## src/hw/rtl/sbl_pkg.sv

```systemverilog
// ----------------------------------------------------------------------------
// sbl_pkg
// Types and constants shared by the serial boot loader receiver.
// ----------------------------------------------------------------------------
`default_nettype none

package sbl_pkg;

  localparam int unsigned WordW = 32;
  localparam int unsigned ByteW = 8;
  localparam int unsigned CfgIdxW = 8;

  localparam logic [WordW-1:0] LOAD_ADDR_RST = 32'h0100_0000;
  localparam logic [WordW-1:0] SYNC_WORD_RST = 32'hf0f0_f0f0;
  localparam logic [WordW-1:0] WORD_BYTES    = 32'd4;
  localparam logic [ByteW-1:0] STATUS_DONE   = 8'h02;
  localparam int unsigned      CheckDiv      = 230;

  localparam logic [CfgIdxW-1:0] CFG_LOAD_ADDR = 8'd0;
  localparam logic [CfgIdxW-1:0] CFG_SYNC_WORD = 8'd1;

  typedef struct packed {
    logic             ack_valid;
    logic             ack_failure;
    logic             write_valid;
    logic [WordW-1:0] write_address;
    logic [WordW-1:0] write_data;
    logic             flush_valid;
    logic [WordW-1:0] flush_address;
    logic             finished;
    logic             last;
  } sbl_result_t;

  // results caused by the item in the input register
  typedef struct packed {
    logic        r0_valid;
    logic        r1_valid;
    sbl_result_t r0;
    sbl_result_t r1;
  } sbl_step_t;

endpackage

`default_nettype wire

```

## src/hw/rtl/sbl_frame_check.sv

```systemverilog
// ----------------------------------------------------------------------------
// sbl_frame_check
// Frame check: word modulo 230 compared with the check byte, by folding
// bytes with 256 = 26 (mod 230) and one final subtract.
// ----------------------------------------------------------------------------
`default_nettype none

module sbl_frame_check import sbl_pkg::*; (
  input  wire logic [WordW-1:0] word_i,
  input  wire logic [ByteW-1:0] check_i,
  output logic                  match_o
);

  localparam logic [8:0] Div = 9'(CheckDiv);

  logic [16:0] x1;
  logic [13:0] x2;
  logic [10:0] x3;
  logic [8:0]  x4;
  logic [8:0]  rem;

  // 256^1, 256^2, 256^3 mod 230 = 26, 216, 96
  always_comb begin
    x1 = 17'(word_i[7:0]) + 17'(word_i[15:8]) * 17'd26
       + 17'(word_i[23:16]) * 17'd216 + 17'(word_i[31:24]) * 17'd96;
    x2 = 14'(x1[7:0]) + 14'(x1[16:8]) * 14'd26;
    x3 = 11'(x2[7:0]) + 11'(x2[13:8]) * 11'd26;
    x4 = 9'(x3[7:0]) + 9'(x3[10:8]) * 9'd26;
    rem = (x4 >= Div) ? (x4 - Div) : x4;
    match_o = (rem[7:0] == check_i);
  end

endmodule

`default_nettype wire

```

## src/hw/rtl/sbl_core.sv

```systemverilog
// ----------------------------------------------------------------------------
// sbl_core
// Session state, configuration registers and result formation for one frame.
// ----------------------------------------------------------------------------
`default_nettype none

module sbl_core import sbl_pkg::*; #(
  parameter int unsigned GROUP_WORDS = 4
) (
  input  wire logic               clk_i,
  input  wire logic               rst_ni,
  input  wire logic               cfg_we_i,
  input  wire logic [CfgIdxW-1:0] cfg_index_i,
  input  wire logic [WordW-1:0]   cfg_data_i,
  input  wire logic [WordW-1:0]   word_i,
  input  wire logic [ByteW-1:0]   check_i,
  input  wire logic [ByteW-1:0]   status_i,
  input  wire logic               adv_i,
  output sbl_step_t               step_o
);

  localparam int unsigned CntW = (GROUP_WORDS > 1) ? $clog2(GROUP_WORDS) : 1;
  localparam logic [CntW-1:0] CntLast = CntW'(GROUP_WORDS - 1);

  logic [WordW-1:0] load_addr_q, sync_q;
  logic             loading_q, loading_d;
  logic [WordW-1:0] wp_q, wp_d, gs_q, gs_d;
  logic [CntW-1:0]  cnt_q, cnt_d;
  logic             good;

  sbl_frame_check u_check (
    .word_i  (word_i),
    .check_i (check_i),
    .match_o (good)
  );

  always_comb begin
    step_o    = '0;
    loading_d = loading_q;
    wp_d      = wp_q;
    gs_d      = gs_q;
    cnt_d     = cnt_q;
    if (!loading_q) begin
      if (word_i == sync_q) begin
        step_o.r0_valid     = 1'b1;
        step_o.r0.ack_valid = 1'b1;
        step_o.r0.last      = 1'b1;
        loading_d = 1'b1;
        wp_d      = load_addr_q;
        gs_d      = load_addr_q;
        cnt_d     = '0;
      end
    end else begin
      step_o.r0_valid     = 1'b1;
      step_o.r0.ack_valid = 1'b1;
      if (good) begin
        step_o.r0.write_valid   = 1'b1;
        step_o.r0.write_address = wp_q;
        step_o.r0.write_data    = word_i;
        wp_d = wp_q + WORD_BYTES;
        if (cnt_q >= CntLast) begin
          step_o.r0.flush_valid   = 1'b1;
          step_o.r0.flush_address = gs_q;
          gs_d  = wp_d;
          cnt_d = '0;
        end else begin
          cnt_d = cnt_q + CntW'(1);
        end
      end else begin
        step_o.r0.ack_failure = 1'b1;
      end
      if (status_i == STATUS_DONE) begin
        step_o.r1_valid         = 1'b1;
        step_o.r1.flush_valid   = 1'b1;
        step_o.r1.flush_address = gs_d;
        step_o.r1.finished      = 1'b1;
        step_o.r1.last          = 1'b1;
        loading_d = 1'b0;
      end else begin
        step_o.r0.last = 1'b1;
      end
    end
  end

  always_ff @(posedge clk_i or negedge rst_ni) begin
    if (!rst_ni) begin
      load_addr_q <= LOAD_ADDR_RST;
      sync_q      <= SYNC_WORD_RST;
    end else if (cfg_we_i) begin
      case (cfg_index_i)
        CFG_LOAD_ADDR: load_addr_q <= cfg_data_i;
        CFG_SYNC_WORD: sync_q      <= cfg_data_i;
        default: ;
      endcase
    end
  end

  always_ff @(posedge clk_i or negedge rst_ni) begin
    if (!rst_ni) begin
      loading_q <= 1'b0;
      wp_q      <= LOAD_ADDR_RST;
      gs_q      <= LOAD_ADDR_RST;
      cnt_q     <= '0;
    end else if (adv_i) begin
      loading_q <= loading_d;
      wp_q      <= wp_d;
      gs_q      <= gs_d;
      cnt_q     <= cnt_d;
    end
  end

endmodule

`default_nettype wire

```

## src/hw/rtl/serial_boot_loader_receiver.sv

```systemverilog
// ----------------------------------------------------------------------------
// serial_boot_loader_receiver
// Receives sync words and code frames, issues acknowledge, memory write,
// cache flush and finished requests.
// ----------------------------------------------------------------------------
// Channel  Direction  Handshake                 Payload
// in       input      in_valid_i / in_stall_o   frame_word, check_byte, status_byte
// out      output     out_valid_o / out_stall_i ack, write, flush, finished, last
// cfg      input      cfg_valid_i / cfg_ready_o cfg_index_i, cfg_data_i
//
// One request a cycle unless out_stall_i or a pending result holds the input:
// input register, single-pass frame logic, result register. A done frame
// yields two results and holds the input while the second drains from a
// pending register. No clearing after reset. out_stall_i holds the result
// register and, through it, the input register.
// ----------------------------------------------------------------------------
`default_nettype none

module serial_boot_loader_receiver import sbl_pkg::*; #(
  parameter int unsigned GROUP_WORDS = 4
) (
  input  wire logic               clk_i,
  input  wire logic               rst_ni,
  input  wire logic               cfg_valid_i,
  output logic                    cfg_ready_o,
  input  wire logic [CfgIdxW-1:0] cfg_index_i,
  input  wire logic [WordW-1:0]   cfg_data_i,
  input  wire logic               in_valid_i,
  output logic                    in_stall_o,
  input  wire logic [WordW-1:0]   frame_word_i,
  input  wire logic [ByteW-1:0]   check_byte_i,
  input  wire logic [ByteW-1:0]   status_byte_i,
  output logic                    out_valid_o,
  input  wire logic               out_stall_i,
  output logic                    ack_valid_o,
  output logic                    ack_failure_o,
  output logic                    write_valid_o,
  output logic [WordW-1:0]        write_address_o,
  output logic [WordW-1:0]        write_data_o,
  output logic                    flush_valid_o,
  output logic [WordW-1:0]        flush_address_o,
  output logic                    finished_o,
  output logic                    last_o
);

  logic             in_vld_q, in_vld_d;
  logic [WordW-1:0] word_q;
  logic [ByteW-1:0] check_q, status_q;
  logic             out_vld_q, out_vld_d, pend_q, pend_d;
  sbl_result_t      out_q, out_d, pend_res_q, pend_res_d;
  sbl_step_t        step;
  logic             take, out_free, adv, accept;

  assign cfg_ready_o = 1'b1;

  assign take       = out_vld_q && !out_stall_i;
  assign out_free   = !pend_q && (!out_vld_q || !out_stall_i);
  assign adv        = in_vld_q && out_free;
  assign in_stall_o = in_vld_q && !out_free;
  assign accept     = in_valid_i && !in_stall_o;

  sbl_core #(
    .GROUP_WORDS (GROUP_WORDS)
  ) u_core (
    .clk_i       (clk_i),
    .rst_ni      (rst_ni),
    .cfg_we_i    (cfg_valid_i && cfg_ready_o),
    .cfg_index_i (cfg_index_i),
    .cfg_data_i  (cfg_data_i),
    .word_i      (word_q),
    .check_i     (check_q),
    .status_i    (status_q),
    .adv_i       (adv),
    .step_o      (step)
  );

  always_comb begin
    in_vld_d   = accept ? 1'b1 : (adv ? 1'b0 : in_vld_q);
    out_vld_d  = out_vld_q;
    out_d      = out_q;
    pend_d     = pend_q;
    pend_res_d = pend_res_q;
    if (adv && step.r0_valid) begin
      out_vld_d  = 1'b1;
      out_d      = step.r0;
      pend_d     = step.r1_valid;
      pend_res_d = step.r1;
    end else if (pend_q && (!out_vld_q || take)) begin
      out_vld_d = 1'b1;
      out_d     = pend_res_q;
      pend_d    = 1'b0;
    end else if (take) begin
      out_vld_d = 1'b0;
    end
  end

  always_ff @(posedge clk_i or negedge rst_ni) begin
    if (!rst_ni) begin
      in_vld_q  <= 1'b0;
      out_vld_q <= 1'b0;
      pend_q    <= 1'b0;
    end else begin
      in_vld_q  <= in_vld_d;
      out_vld_q <= out_vld_d;
      pend_q    <= pend_d;
    end
  end

  always_ff @(posedge clk_i) begin
    if (accept) begin
      word_q   <= frame_word_i;
      check_q  <= check_byte_i;
      status_q <= status_byte_i;
    end
    out_q      <= out_d;
    pend_res_q <= pend_res_d;
  end

  assign out_valid_o     = out_vld_q;
  assign ack_valid_o     = out_q.ack_valid;
  assign ack_failure_o   = out_q.ack_failure;
  assign write_valid_o   = out_q.write_valid;
  assign write_address_o = out_q.write_address;
  assign write_data_o    = out_q.write_data;
  assign flush_valid_o   = out_q.flush_valid;
  assign flush_address_o = out_q.flush_address;
  assign finished_o      = out_q.finished;
  assign last_o          = out_q.last;

  a_pend_behind_out : assert property (
    @(posedge clk_i) disable iff (!rst_ni) pend_q |-> out_vld_q
  ) else $error("pending result without a result in the output register");

  a_finished_shape : assert property (
    @(posedge clk_i) disable iff (!rst_ni)
      (out_valid_o && finished_o) |-> (last_o && flush_valid_o && !ack_valid_o)
  ) else $error("finished result malformed");

  a_write_ack_ok : assert property (
    @(posedge clk_i) disable iff (!rst_ni)
      (out_valid_o && write_valid_o) |-> (ack_valid_o && !ack_failure_o)
  ) else $error("write without success acknowledge");

  a_pend_holds_input : assert property (
    @(posedge clk_i) disable iff (!rst_ni) (pend_q && in_vld_q) |-> in_stall_o
  ) else $error("input advanced over a pending result");

endmodule

`default_nettype wire

```

## config.mk

```make
export PLATFORM = sky130hd
export DESIGN_NAME = serial_boot_loader_receiver
export DESIGN_NICKNAME = d
export VERILOG_FILES = /design/src/hw/rtl/sbl_pkg.sv /design/src/hw/rtl/sbl_frame_check.sv /design/src/hw/rtl/sbl_core.sv /design/src/hw/rtl/serial_boot_loader_receiver.sv
export SDC_FILE = /design/constraint.sdc
export NUM_CORES = 1
export LEC_CHECK = 0
export BUFFER_PORTS_ARGS = -buffer_cell sky130_fd_sc_hd__buf_2
export CAP_MARGIN = 25
export CORE_UTILIZATION = 37
export DETAILED_ROUTE_END_ITERATION = 8
export SYNTH_ARGS = -nofsm -noshare
export SYNTH_HDL_FRONTEND = slang
export SYNTH_SLANG_ARGS = --single-unit
```

## constraint.sdc

```tcl
create_clock -name clk_i -period 15 [get_ports clk_i]
set_input_delay 3 -clock clk_i [delete_from_list [all_inputs] [get_ports clk_i]]
set_output_delay 3 -clock clk_i [all_outputs]
set_load 0.01 [all_outputs]
```

## After elaboration in Yosys (flattened, before gate mapping)

Index checks and enable logic that the tools add are counted.

- Flip-flop bits (word level): 319
- Memory bits (read-only): 0
- Input port bits: 93
- Bits in writable memories: 0
- Logic and storage cells: 102
- Latch bits: 0
- Output and inout bits: 105
- Memories: 0

- Mux-type cells: 31
- Reductions and logical operators: 24
- Add/subtract/negate cells: 9
- Bitwise gates (word level): 0
- Multiply operators: 6
- Shift operators: 0
- Divide/modulo/power cells: 0
- Equality and inequality tests: 5
- Order comparisons: 2

Operators with widths:

| operator | number |
|---|---|
| 102-bit two-way mux | 2 |
| 32-bit two-way mux | 6 |
| 99-bit two-way mux | 1 |
| 98-bit two-way mux | 1 |
| 35-bit two-way mux | 1 |
| 33-bit two-way mux | 1 |
| 32-bit by 3-bit adder with 32-bit output, second input constant | 1 |
| 32-bit == test | 1 |
| 14-bit by 16-bit adder with 17-bit output | 1 |
| 17-bit by 15-bit adder with 17-bit output | 1 |
| 8-bit by 13-bit adder with 14-bit output | 1 |
| 8-bit by 14-bit adder with 14-bit output | 1 |
| 1-bit two-way mux | 14 |
| 8-bit by 5-bit multiplier with 13-bit output, second input constant | 1 |
| 9-bit by 4-bit multiplier with 13-bit output, second input constant | 1 |
| 8-bit by 4-bit multiplier with 12-bit output, second input constant | 1 |
| 8-bit by 11-bit adder with 11-bit output | 1 |
| 6-bit by 4-bit multiplier with 10-bit output, second input constant | 1 |
| 8-bit by 2-bit multiplier with 10-bit output, second input constant | 1 |
| 8-bit by 8-bit adder with 9-bit output | 1 |
| 9-bit by 8-bit >= comparator with 1-bit output, second input constant | 1 |
| 8-bit by 1-bit == test with 1-bit output, second input constant | 1 |
| 8-bit by 2-bit == test with 1-bit output, second input constant | 1 |
| 8-bit == test | 1 |
| other kinds (15) | 34 |

## Longest topological paths before layout

Gate-level depths: netlist of the first run.

- Word-level depth: 16
- Depth in mapped cells: 62
- Depth with buffers taken out: 60

## By module

From an unflattened synthesis of the first run, not the netlist that was laid out.

- Cells, all modules: 1948
- Area total of the unflattened synthesis: 22876.9 um^2

Modules (own cells, without submodules):

| module | cells each | seq. area each (um^2) | instances | area an instance (um^2) |
|---|---|---|---|---|
| serial_boot_loader_receiver | 382 | 7642.3 | 1 | 9160.0 |
| sbl_core | 945 | 3301.9 | 1 | 8520.7 |
| sbl_frame_check | 621 | 0.0 | 1 | 5196.2 |

## Least setup slack after synthesis of the first run

No wires, ideal clock.

- Kind: flip-flop to flip-flop
- From: register word_q[18]
- To: register pend_res_q[25] (netlist name) (data pin)
- Stages on the path, launching flop included: 59
- Slack: 1.616 ns
- Arrival: 13.118 ns
- Data required time: 14.734 ns
- Cells stage by stage: edfxtp_1 -> ha_1 -> fa_1 -> inv_1 -> fa_1 -> inv_1 -> ha_1 -> o21ai_0 -> a21boi_0 -> o21ai_0 -> nand2_1 -> xnor2_1 -> fa_1 -> inv_1 -> ha_1 -> ha_1 -> and3_1 -> a21oi_1 -> [23 not listed] -> o21a_1 -> xor2_1 -> ha_1 -> ha_1 -> a21o_1 -> a21o_1 -> ha_1 -> buf_2 -> or4b_4 -> nand4_4 -> xnor3_1 -> a2bb2oi_1 -> nor4_4 -> o2111ai_2 -> buf_6 -> buf_4 -> mux2i_1 -> nor2_1

- Cells in the longest elaborated chain, start to end: 13
- Elaborated cells on any way between the ends: 14
- Classes of those cells: 6 x add/sub; 4 x mul; 1 x order compare; 1 x eq/ne; 2 x mux

Ends and longest elaborated chain:

| element | line | text |
|---|---|---|
| from (decl) | serial_boot_loader_receiver.sv:47 | `logic [WordW-1:0] word_q;` |
| from (signal assigned) | serial_boot_loader_receiver.sv:111 | `word_q <= frame_word_i;` |
| 8-bit by 5-bit multiplier with 13-bit output * | sbl_frame_check.sv:25 | `+ 17'(word_i[23:16]) * 17'd216 + 17'(word_i[31:24]) * 17'd96;` |
| 14-bit by 16-bit adder with 17-bit output * | sbl_frame_check.sv:25 |  |
| 17-bit by 15-bit adder with 17-bit output * | sbl_frame_check.sv:25 |  |
| 9-bit by 4-bit multiplier with 13-bit output | sbl_frame_check.sv:26 | `x2 = 14'(x1[7:0]) + 14'(x1[16:8]) * 14'd26;` |
| 8-bit by 14-bit adder with 14-bit output * | sbl_frame_check.sv:26 |  |
| 6-bit by 4-bit multiplier with 10-bit output | sbl_frame_check.sv:27 | `x3 = 11'(x2[7:0]) + 11'(x2[13:8]) * 11'd26;` |
| 8-bit by 11-bit adder with 11-bit output * | sbl_frame_check.sv:27 |  |
| 3-bit by 4-bit multiplier with 7-bit output | sbl_frame_check.sv:28 | `x4 = 9'(x3[7:0]) + 9'(x3[10:8]) * 9'd26;` |
| 8-bit by 8-bit adder with 9-bit output * | sbl_frame_check.sv:28 |  |
| 8-bit subtractor or 9-bit by 8-bit >= comparator with 1-bit output (tied branches) | sbl_frame_check.sv:29 | `rem = (x4 >= Div) ? (x4 - Div) : x4;` |
| 8-bit two-way mux * | sbl_frame_check.sv:29 |  |
| 8-bit == test * | sbl_frame_check.sv:30 | `match_o = (rem[7:0] == check_i);` |
| 32-bit two-way mux * | sbl_core.sv:56 | `if (good) begin` |
| to (signal assigned) | serial_boot_loader_receiver.sv:116 | `pend_res_q <= pend_res_d;` |
| to (decl) | serial_boot_loader_receiver.sv:50 | `sbl_result_t out_q, out_d, pend_res_q, pend_res_d;` |

Mark *: on every way between the ends. The rest lies on a longest branch, timed or not.
A chain may end at the register's enable or synchronous reset.

==> results.toml, run 1 <==
[floorplan]
pin_count = 198
fp-row-count = 82
die_wd_um = 228
floorplan.initialDensity_pct = 37.5
core-area_um2 = 50300
chipHeight_um = 228
die_area_um2 = 51900

[clock_tree]
clock_tree_buf_depth = 3
clkSinkCount = 317
worstSkewPairLatency_ps = 570
numCtsBuffers = 38
cts-root-buf = "clkbuf_16"
htree_levels = 2
cts_tree = "done"
clkSlewWorstSetupHoldPaths_ps = 60
cts-hold-fix-buffers = 0

[route]
post_drt_via_cell_ratio = 5.15
vias = 13100
drt_pass1_iterations = 7
postRouteAntennaNets = 0
routed_wire_length_per_instance_um = 19.3
drc = 0
dr.first_iter.drc_count = 720
detail_route.wirelength_um = 49100

[sta]
final.setup_skew_ps = 29.4
maxClockFrequency_mhz = 70.2
max_slew.worst_pin.slew_ps = 920
setup_viol_count_final = 0
finalSetupTns_ps = 0
tmin_final_ps = 14240
final.period_utilization_pct = 94.9
slew_viol_final = 0
finalHoldViolCount = 0
relSlewSlack_pct = 38.7
timing.final.ws_setup_ps = 762

[synthesis]
seq_area_frac_synth_pct = 47.0
synth-edff-count = 182
cell_types_with_the_largest_area_share_after_synthesis = "edfxtp_1 29%, dfrtp_1 15%, ha_1 9.9%, xnor2_1 4.7%, fa_1 4.5%"
synth_area_um2 = 18900
distinct_cell_type_count_after_synthesis = 70
synth_area_per_cell_um2 = 11.6
postSynth.asyncResetShare_pct = 42.3
synthesis.nets = 1910
syn_inst = 1626
ys_seq_elements = 317
synthFlopType = "edfxtp_1"
synthDominantCellAreaShare_pct = 29.0
ys_warn_count = 0
post-synth-top-area-cell = "edfxtp_1"

[min_path]
hold_class = "reg2reg"

[setup_path]
path_common_cell = "ha_1"
cp_data_required_time_ps = 15290
timing.critical_path.arrival_ps = 14530
crit_path_top_delay_cell = "fa_1"
crit_path_end_kind = "flip-flop"
timing.critical_path.fanout_max = 31
worst_setup_path_start_kind = "flip-flop"
timing.critical_path.slowest_cell_delay_ps = 600
critical_path_class = "reg2reg"

[place]
port-buffer-count = 196
hpwlAfterDp_um = 35500
dp_worst_setup_slack_ps = 246
routabilityCongestion = 0.861

[global_routing]
global_route.usage.total_pct = 18.5
globalRouteOverflowTotal = 0
grt_start_max_net_pins = 90
grt_pass1_vias = 13000
antenna_found_initial = 4
global_route_wire_length_before_repair_um = 74500

[finish]
fraction_of_final_layout_cells_sized_beyond_drive_strength_1_pct = 23.5
antennaDiodeCount = 0
number_of_nets_at_the_end_of_the_flow = 2126
areaGrowthSynthToFinish_pct = 17.6

[flow_run]
cap_viol_max_count = 0

[run_status]
outcome = "finished clean"
==> layout make-up <==
class,instances,area (um2)
inverter,156,586
fill,4767,28100
clock buffer,48,1060
multi-input combinational,1090,9260
clock inverter,21,193
tap,672,841
sequential,317,8860
timing repair buffer,239,1390
==> layout by cell type, fill, tap and decap left out, drive strengths merged, types with 3 or more instances in the layout <==
master / Yosys / layout
fa: 42 / 42
or3: 4 / 4
a2bb2oi: 52 / 52
nand2: 43 / 43
inv: 156 / 163
nor4: 5 / 5
nand3: 27 / 27
o2bb2a: 6 / 6
o21bai: 13 / 13
a21o: 21 / 21
and3: 9 / 9
a22o: 32 / 32
mux2i: 33 / 33
o211ai: 3 / 3
dfstp: 19 / 19
a221oi: 6 / 6
dfrtp: 115 / 115
buf: 23 / 238
a21oi: 80 / 80
clkinv: 0 / 10
a2111oi: 3 / 3
a211oi: 6 / 6
nand2b: 5 / 5
clkbuf: 40 / 49
xnor2: 102 / 102
o21a: 3 / 3
mux2: 67 / 67
nand4: 21 / 21
a21boi: 6 / 6
and2: 56 / 56
xor2: 41 / 41
nor3: 26 / 26
ha: 149 / 149
nor2b: 9 / 9
edfxtp: 182 / 182
o21ai: 112 / 112
nor2: 85 / 85
==> metrics by stage <==
stage                     hold WS (ps)  cells  utilization [%]  area (um2)
after floorplan                    439   1626                -       18900
after global placement             464   2456             41.1       20600
after detailed placement           460   2456             41.1       20600
after CTS                          504   2525             43.6       21900
after global routing               522   2543             44.1       22200
final                              504   2543             44.1       22200
==> critical path, delay by kind of cell (launching register included) <==
family	cells	cell delay [ps]
adder cells (fa/ha/maj)	18	7030
AND/OR/NAND/NOR	10	2250
AO/OA/AOI/OAI	13	2240
XOR/XNOR	7	1240
buffers and inverters	9	700
flip-flops	1	500
==> worst paths after layout <==
path | from | to | slack, ps | cells past startpoint
min reg2reg | u_core.load_addr_q[3] | u_core.load_addr_q[3] | 500 | 1
max in group asynchronous | rst_ni | u_core.sync_q[19] | 11250 | 2
max | word_q[18] | write_data_o[3] | 760 | 57
min in group asynchronous | rst_ni | u_core.gs_q[15] | 2530 | 1
min | u_core.load_addr_q[3] | u_core.load_addr_q[3] | 500 | 1
max reg2reg | word_q[18] | write_data_o[3] | 760 | 57
==> kinds of logic (layout without fill, tap and decap cells) <==
logic type      Yosys count  after routing  synth area share, %
simple gates            297            297                 8.10
fa+ha+maj               191            191                 14.3
other cells               1              1               0.0199
flops                   317            317                 47.0
xor+xnor                144            144                 6.76
mux                     100            100                 5.75
buf+inv                 219            464                 4.72
compound gates          357            357                 13.3
==> synthesized netlist by cell type, drive strengths merged, types with 2 or more instances <==
| cell type | count |
|---|---|
| nor2 | 85 |
| o2bb2a | 6 |
| or3 | 4 |
| o211ai | 3 |
| a22o | 32 |
| a221oi | 6 |
| a2111oi | 3 |
| a21boi | 6 |
| a31o | 2 |
| nand2 | 43 |
| ha | 149 |
| a21o | 21 |
| and3 | 9 |
| a21oi | 80 |
| edfxtp | 182 |
| fa | 42 |
| nor2b | 9 |
| xor2 | 41 |
| mux2i | 33 |
| o221a | 2 |
| o21ai | 112 |
| and2 | 56 |
| nand3 | 27 |
| inv | 156 |
| nor4 | 5 |
| nand2b | 5 |
| mux2 | 67 |
| dfrtp | 115 |
| xnor2 | 102 |
| a211oi | 6 |
| o21a | 3 |
| dfstp | 19 |
| nand4 | 21 |
| clkbuf | 40 |
| a2bb2oi | 52 |
| buf | 23 |
| o21bai | 13 |
| nor3 | 26 |
==> metal layers <==
metal / vias up / global-route usage [%] / wire length [um]
li1: 6213 / - / -
met1: 6453 / 25.4 / 22700
met2: 361 / 29.4 / 22600
met3: 64 / 3.52 / 2640
met4: 4 / 5.70 / 1270
met5: - / 0 / 23
==> what timing repair did <==
action,CTS,global route
setup endpoints to repair,0,195
gates resized for setup,0,20
setup buffers,0,15
==> sequential cells by signal, indices dropped and copies added (netlist names), 2 cells and up <==
name	count
check_q	8
flush_address_o	32
pend_res_q	33
status_q	8
u_core.cnt_q	2
u_core.gs_q	32
u_core.load_addr_q	32
u_core.sync_q	32
u_core.wp_q	32
word_q	32
write_address_o	32
write_data_o	32
Power of run 1 is not shown: default switching activity piles up to over one toggle a cycle in this logic, so the estimate is an artifact.
==> inputs of run 2 (changes only) <==
--- a/config.mk
+++ b/config.mk
@@ -7,8 +7,9 @@
 export LEC_CHECK = 0
 export BUFFER_PORTS_ARGS = -buffer_cell sky130_fd_sc_hd__buf_2
 export CAP_MARGIN = 25
-export CORE_UTILIZATION = 37
+export CORE_UTILIZATION = 55
 export DETAILED_ROUTE_END_ITERATION = 8
+export PLACE_DENSITY = 0.75
 export SYNTH_ARGS = -nofsm -noshare
 export SYNTH_HDL_FRONTEND = slang
 export SYNTH_SLANG_ARGS = --single-unit
==> run 2 against run 1 <==
Effect of this change:
- flip-flop and latch count is the same
- die area shrank 32%
- maximum frequency is essentially flat
- critical path depth grew 4
- final cell count shrank 8.9%
- via count grew 1.8%
- cell area shrank 1.7%
- first-iteration DRC count grew 51%
- highest routed layer unchanged
==> results.toml, run 2 (synthesis results as in run 1) <==
[setup_path]
timing.critical_path.arrival_ps = 14660
path_common_cell = "ha_1"
crit-reg2reg-launch = "word_q[17]"
timing.critical_path.slowest_cell_delay_ps = 590
cp_data_required_time_ps = 15430
worst_setup_path_start_kind = "flip-flop"
critical_path_class = "reg2reg"
worst-path-buf-inv = 12
crit_path_top_delay_cell = "fa_1"
timing.critical_path.fanout_max = 19
crit_family = "adder cells"
cp-startpoint = "word_q[17]"
crit_path_end_kind = "flip-flop"

[finish]
areaGrowthSynthToFinish_pct = 15.7
ff_latch_area_um2 = 8860
final_common_cell = "buf_2"
most-common-layout-cells = "195 x buf_2, 182 x edfxtp_1, 156 x inv_1"
n_fill_cell = 2559
top_register = "pend_res_q"
number_of_nets_at_the_end_of_the_flow = 2124
fraction_of_final_layout_cells_sized_beyond_drive_strength_1_pct = 23.0
largest_register_ffs = 33
multi_input_logic_area_um2 = 9260

[place]
dp_worst_setup_slack_ps = 255
routabilityCongestion = 0.940
port-buffer-count = 196
hpwlAfterDp_um = 32900

[sta]
final.period_utilization_pct = 94.9
relSlewSlack_pct = 49.2
max_slew.worst_pin.slew_ps = 754
slew_viol_final = 0
final.setup_skew_ps = 33.4
finalHoldViolCount = 0
maxClockFrequency_mhz = 70.3
setup_viol_count_final = 0
tmin_final_ps = 14230
timing.final.ws_setup_ps = 767

[clock_tree]
htree_levels = 2
cts-hold-fix-buffers = 0
clock_tree_buf_depth = 3
clkSinkCount = 317
cts-root-buf = "clkbuf_16"
worstSkewPairLatency_ps = 540
clkSlewWorstSetupHoldPaths_ps = 60
cts_tree = "done"
numCtsBuffers = 36

[floorplan]
fp-row-count = 67
core-area_um2 = 33600
die_area_um2 = 35000
chipHeight_um = 187
pin_count = 198
die_wd_um = 187
floorplan.initialDensity_pct = 56.1

[min_path]
hold_class = "reg2reg"
min-delay-start = "finished_o"

[route]
detail_route.wirelength_um = 46200
post_drt_via_cell_ratio = 5.75
drt_pass1_iterations = 5
vias = 13300
drc = 0
routed_wire_length_per_instance_um = 19.9
dr.first_iter.drc_count = 1087
postRouteAntennaNets = 0

[global_routing]
global_route.usage.total_pct = 26.0
antenna_found_initial = 2
globalRouteOverflowTotal = 0
global_route_wire_length_before_repair_um = 71100
grt_start_max_net_pins = 73
grt_pass1_vias = 13000

[run_status]
outcome = "finished clean"

[flow_run]
cap_viol_max_count = 0
run 2: cell count changes in the layout (fill, tap and decap cells not counted), sizes merged:
cell      delta
inv          -3
buf          -2
clkbuf       +4
clkinv       -1
diode        +1
o211ai       +1
bufinv       -1
clkinvlp     -2
run 2: layout make-up:
cell class	count	share of cell area, %
diodes	1	0.0115
clock buffers	51	4.53
clock inverters	14	0.596
inverters	156	2.68
multi-input cells	1091	42.4
flip-flops and latches	317	40.6
well taps	448	2.57
repair buffers	238	6.58
run 2: path summary, 6_finish.rpt:
| kind | to | slack, ps | cells after the start |
|---|---|---|---|
| setup / recovery | u_core.gs_q[1] | 770 | 61 |
| hold / removal | finished_o | 470 | 2 |
| setup reg to reg | u_core.gs_q[1] | 770 | 61 |
| hold reg to reg | finished_o | 470 | 2 |
| max in group asynchronous | u_core.load_addr_q[15] | 11290 | 3 |
| min in group asynchronous | u_core.gs_q[19] | 2330 | 1 |
run 2: layer usage:
layer	share of wire, %	GRT usage, %	vias up
met5	0.017	0	-
met4	2.5	7.60	2
met1	44	36.4	6513
met3	7.2	4.28	73
li1	-	-	6239
met2	47	41.9	500
run 2: per-stage QoR:
step | utilization (%) | std cells | cell area (um2) | setup TNS [ps] | hold slack (ps)
floorplan | - | 1626 | 18900 | 0 | 439
global placement | 60.6 | 2232 | 20400 | 0 | 451
detailed placement | 60.7 | 2233 | 20400 | 0 | 476
CTS | 64.0 | 2298 | 21500 | 0 | 484
global route | 64.9 | 2316 | 21800 | -826 | 508
finish | 64.9 | 2316 | 21800 | 0 | 473
run 2: repair_timing:
action | CTS | global route
setup buffers | 0 | 13
resized for setup | 0 | 18
endpoints found under the setup margin | 0 | 195
run 2: worst reg2reg max path, delay by kind of cell, from the launching register on:
kind,cells,cell delay [ps]
fa+ha+maj,18,7040
simple gates,10,2270
xor+xnor,6,1020
compound gates,15,2330
buf+inv,12,1060
flops,1,440
Power of run 2 is left out for the same reason.
==> inputs of run 3 (changes only) <==
--- a/config.mk
+++ b/config.mk
@@ -5,11 +5,14 @@
 export SDC_FILE = /design/constraint.sdc
 export NUM_CORES = 1
 export LEC_CHECK = 0
+export ABC_AREA = 1
 export BUFFER_PORTS_ARGS = -buffer_cell sky130_fd_sc_hd__buf_2
 export CAP_MARGIN = 25
 export CORE_UTILIZATION = 55
+export CTS_BUF_LIST = sky130_fd_sc_hd__clkbuf_16
 export DETAILED_ROUTE_END_ITERATION = 8
 export PLACE_DENSITY = 0.75
+export SKIP_LAST_GASP = 1
 export SYNTH_ARGS = -nofsm -noshare
 export SYNTH_HDL_FRONTEND = slang
 export SYNTH_SLANG_ARGS = --single-unit
==> run 3 against run 2 <==
Effect of this change:
- clock skew is 14 ps lower
- synthesized cell count rose by 34%
- register-to-register slack gained 99 ps
- non-clock buffer count is 9 lower
- routed wire length grew 10%
- die area rose by 2.6%
- critical path type unchanged
- critical endpoint is now flush_address_o[21]
==> results.toml, run 3 <==
[sta]
tmin_final_ps = 14130
finalHoldWorstSlack_ps = 483
final.setup_skew_ps = 19.7
setup_viol_count_final = 0
relSlewSlack_pct = 37.8
slew_viol_final = 0
maxClockFrequency_mhz = 70.8
final.period_utilization_pct = 94.2
finalHoldViolCount = 0
max_slew.worst_pin.slew_ps = 931

[floorplan]
die_area_um2 = 36000
pin_count = 198
floorplan.initialDensity_pct = 55.9
die_wd_um = 190
chipHeight_um = 190
core-area_um2 = 34600
fp-row-count = 68

[synthesis]
post-synth-top-area-cell = "edfxtp_1"
most_common_cell_in_the_netlist = "nand2_1"
synth-edff-count = 182
seq_area_frac_synth_pct = 45.8
netlist_top_cells_count = "477 x nand2_1, 360 x inv_1, 182 x edfxtp_1"
synthesis.nets = 2469
ys_seq_elements = 317
synthDominantCellAreaShare_pct = 28.2
distinct_cell_type_count_after_synthesis = 46
ys_warn_count = 0
synthFlopType = "edfxtp_1"
cell_types_with_the_largest_area_share_after_synthesis = "edfxtp_1 28%, dfrtp_1 15%, ha_1 9.6%, nand2_1 9.2%, inv_1 7.0%"
postSynth.asyncResetShare_pct = 42.3
synth_area_per_cell_um2 = 8.86
syn_inst = 2185
synth_area_um2 = 19400

[finish]
final_area_um2 = 22300
most-common-layout-cells = "475 x nand2_1, 365 x inv_1, 195 x buf_2"
areaGrowthSynthToFinish_pct = 15.1
fraction_of_final_layout_cells_sized_beyond_drive_strength_1_pct = 14.4
final_util_pct = 64.3
largest_register_ffs = 33
top_register = "pend_res_q"
layout.cells.non_filler = 2868
final_common_cell = "nand2_1"
number_of_nets_at_the_end_of_the_flow = 2669
n_fill_cell = 2836

[clock_tree]
htree_levels = 2
numCtsBuffers = 35
clock_tree_buf_depth = 3
cts-root-buf = "clkbuf_16"
clkSinkCount = 317
clkSlewWorstSetupHoldPaths_ps = 60
cts_tree = "done"
worstSkewPairLatency_ps = 550

[route]
met2_wirelength_um = 23800
top_layer_used = "met5"
drt_pass1_iterations = 6
routed_wire_length_per_instance_um = 17.8
detail_route.wirelength_um = 50900
wl_met1_um = 21400
postRouteAntennaNets = 0
vias = 15400
dr_wl_met3_um = 3800
drc = 0
post_drt_via_cell_ratio = 5.36
dr.first_iter.drc_count = 1284

[setup_path]
crit_path_end_kind = "flip-flop"
worst_setup_path_start_kind = "flip-flop"
path_common_cell = "inv_1"
critical_path_class = "reg2reg"
crit_path_top_delay_cell = "fa_1"
cp-startpoint = "word_q[18]"
timing.critical_path.fanout_max = 14
cp_data_required_time_ps = 15310
timing.critical_path.arrival_ps = 14450
timing.critical_path.slowest_cell_delay_ps = 530
crit-reg2reg-launch = "word_q[18]"

[min_path]
hold_class = "reg2reg"
min-delay-start = "u_core.load_addr_q[2]"

[global_routing]
grt_start_max_net_pins = 73
globalRouteOverflowTotal = 0
antenna_found_initial = 2
grt_pass1_vias = 14900
global_route_wire_length_before_repair_um = 78600
global_route.usage.total_pct = 28.2

[place]
port-buffer-count = 196
dpl_cell_area_um2 = 20800
hpwlAfterDp_um = 37800
routabilityCongestion = 0.921
placed_cells_incl_taps = 2791

[run_status]
outcome = "finished clean"

[flow_run]
cap_viol_max_count = 0
## run 3: cell count changes in the layout (fill, tap and decap cells not counted), moves of 58 or more
cell     previous run  this run
nor2_1             84       151
xnor2_1           100        16
inv_1             156       365
a21oi_1            61       119
mux2_2             67         0
nand2_1            42       475
xor2_1             38       104
nand3_1            27        96
## run 3: path summary, 6_finish.rpt
kind | cells after the start | to | slack, ps
setup / recovery | 71 | flush_address_o[21] | 870
hold / removal | 2 | u_core.load_addr_q[2] | 480
setup reg to reg | 71 | flush_address_o[21] | 870
hold reg to reg | 2 | u_core.load_addr_q[2] | 480
max in group asynchronous | 3 | u_core.wp_q[24] | 11580
min in group asynchronous | 1 | out_valid_o | 2420
## run 3: worst max-delay path: cells and delay by family, from the launching register on
| family | cells | cell delay [ps] |
|---|---|---|
| AO/OA/AOI/OAI | 9 | 1750 |
| AND/OR/NAND/NOR | 25 | 2810 |
| XOR/XNOR | 5 | 930 |
| buffers and inverters | 14 | 970 |
| adder cells (fa/ha/maj) | 18 | 6860 |
| flip-flops | 1 | 510 |
## run 3: per-layer routing
| metal | GRT usage (%) | vias up |
|---|---|---|
| met1 | 37.5 | 7176 |
| met3 | 4.87 | 104 |
| met5 | 0 | - |
| met4 | 11.1 | 2 |
| li1 | - | 7472 |
| met2 | 46.2 | 628 |
## run 3: cell type report
class                      count  area, um2  area share, %
multi-input combinational   1438       8980           40.3
sequential                   317       8860           39.8
inverter                     364       1370           6.15
timing repair buffer         229       1340           6.02
clock buffer                  38        951           4.27
tap                          455        569           2.55
clock inverter                26        208          0.932
antenna                        1       2.50         0.0112
## run 3: kinds of logic (layout without fill, tap and decap cells)
| group | Yosys count | count (layout) | share of synthesized area, % |
|---|---|---|---|
| and+or+nand+nor | 801 | 801 | 17.2 |
| DFF | 317 | 317 | 45.8 |
| other | 1 | 2 | 0.0194 |
| AOI/OAI and AO/OA | 321 | 321 | 8.87 |
| xor gates and xnor gates | 124 | 124 | 5.61 |
| buffers and inverters | 430 | 657 | 8.52 |
| adders and majority gates | 191 | 191 | 14.0 |
## run 3: repair_timing
action | CTS | global route
hold buffers | 0 | 0
buffers inserted | 0 | 10
resized for setup | 0 | 35
setup endpoints to repair | 0 | 194
## run 3: per-stage QoR
step	worst slack [ps]	setup TNS [ps]
6_report	866	0
4_1_cts	96.6	0
5_1_grt	-53.2	-334
2_1_floorplan	2000	0
3_5_place_dp	150	0
3_3_place_gp	565	0
Power of run 3 is left out for the same reason.
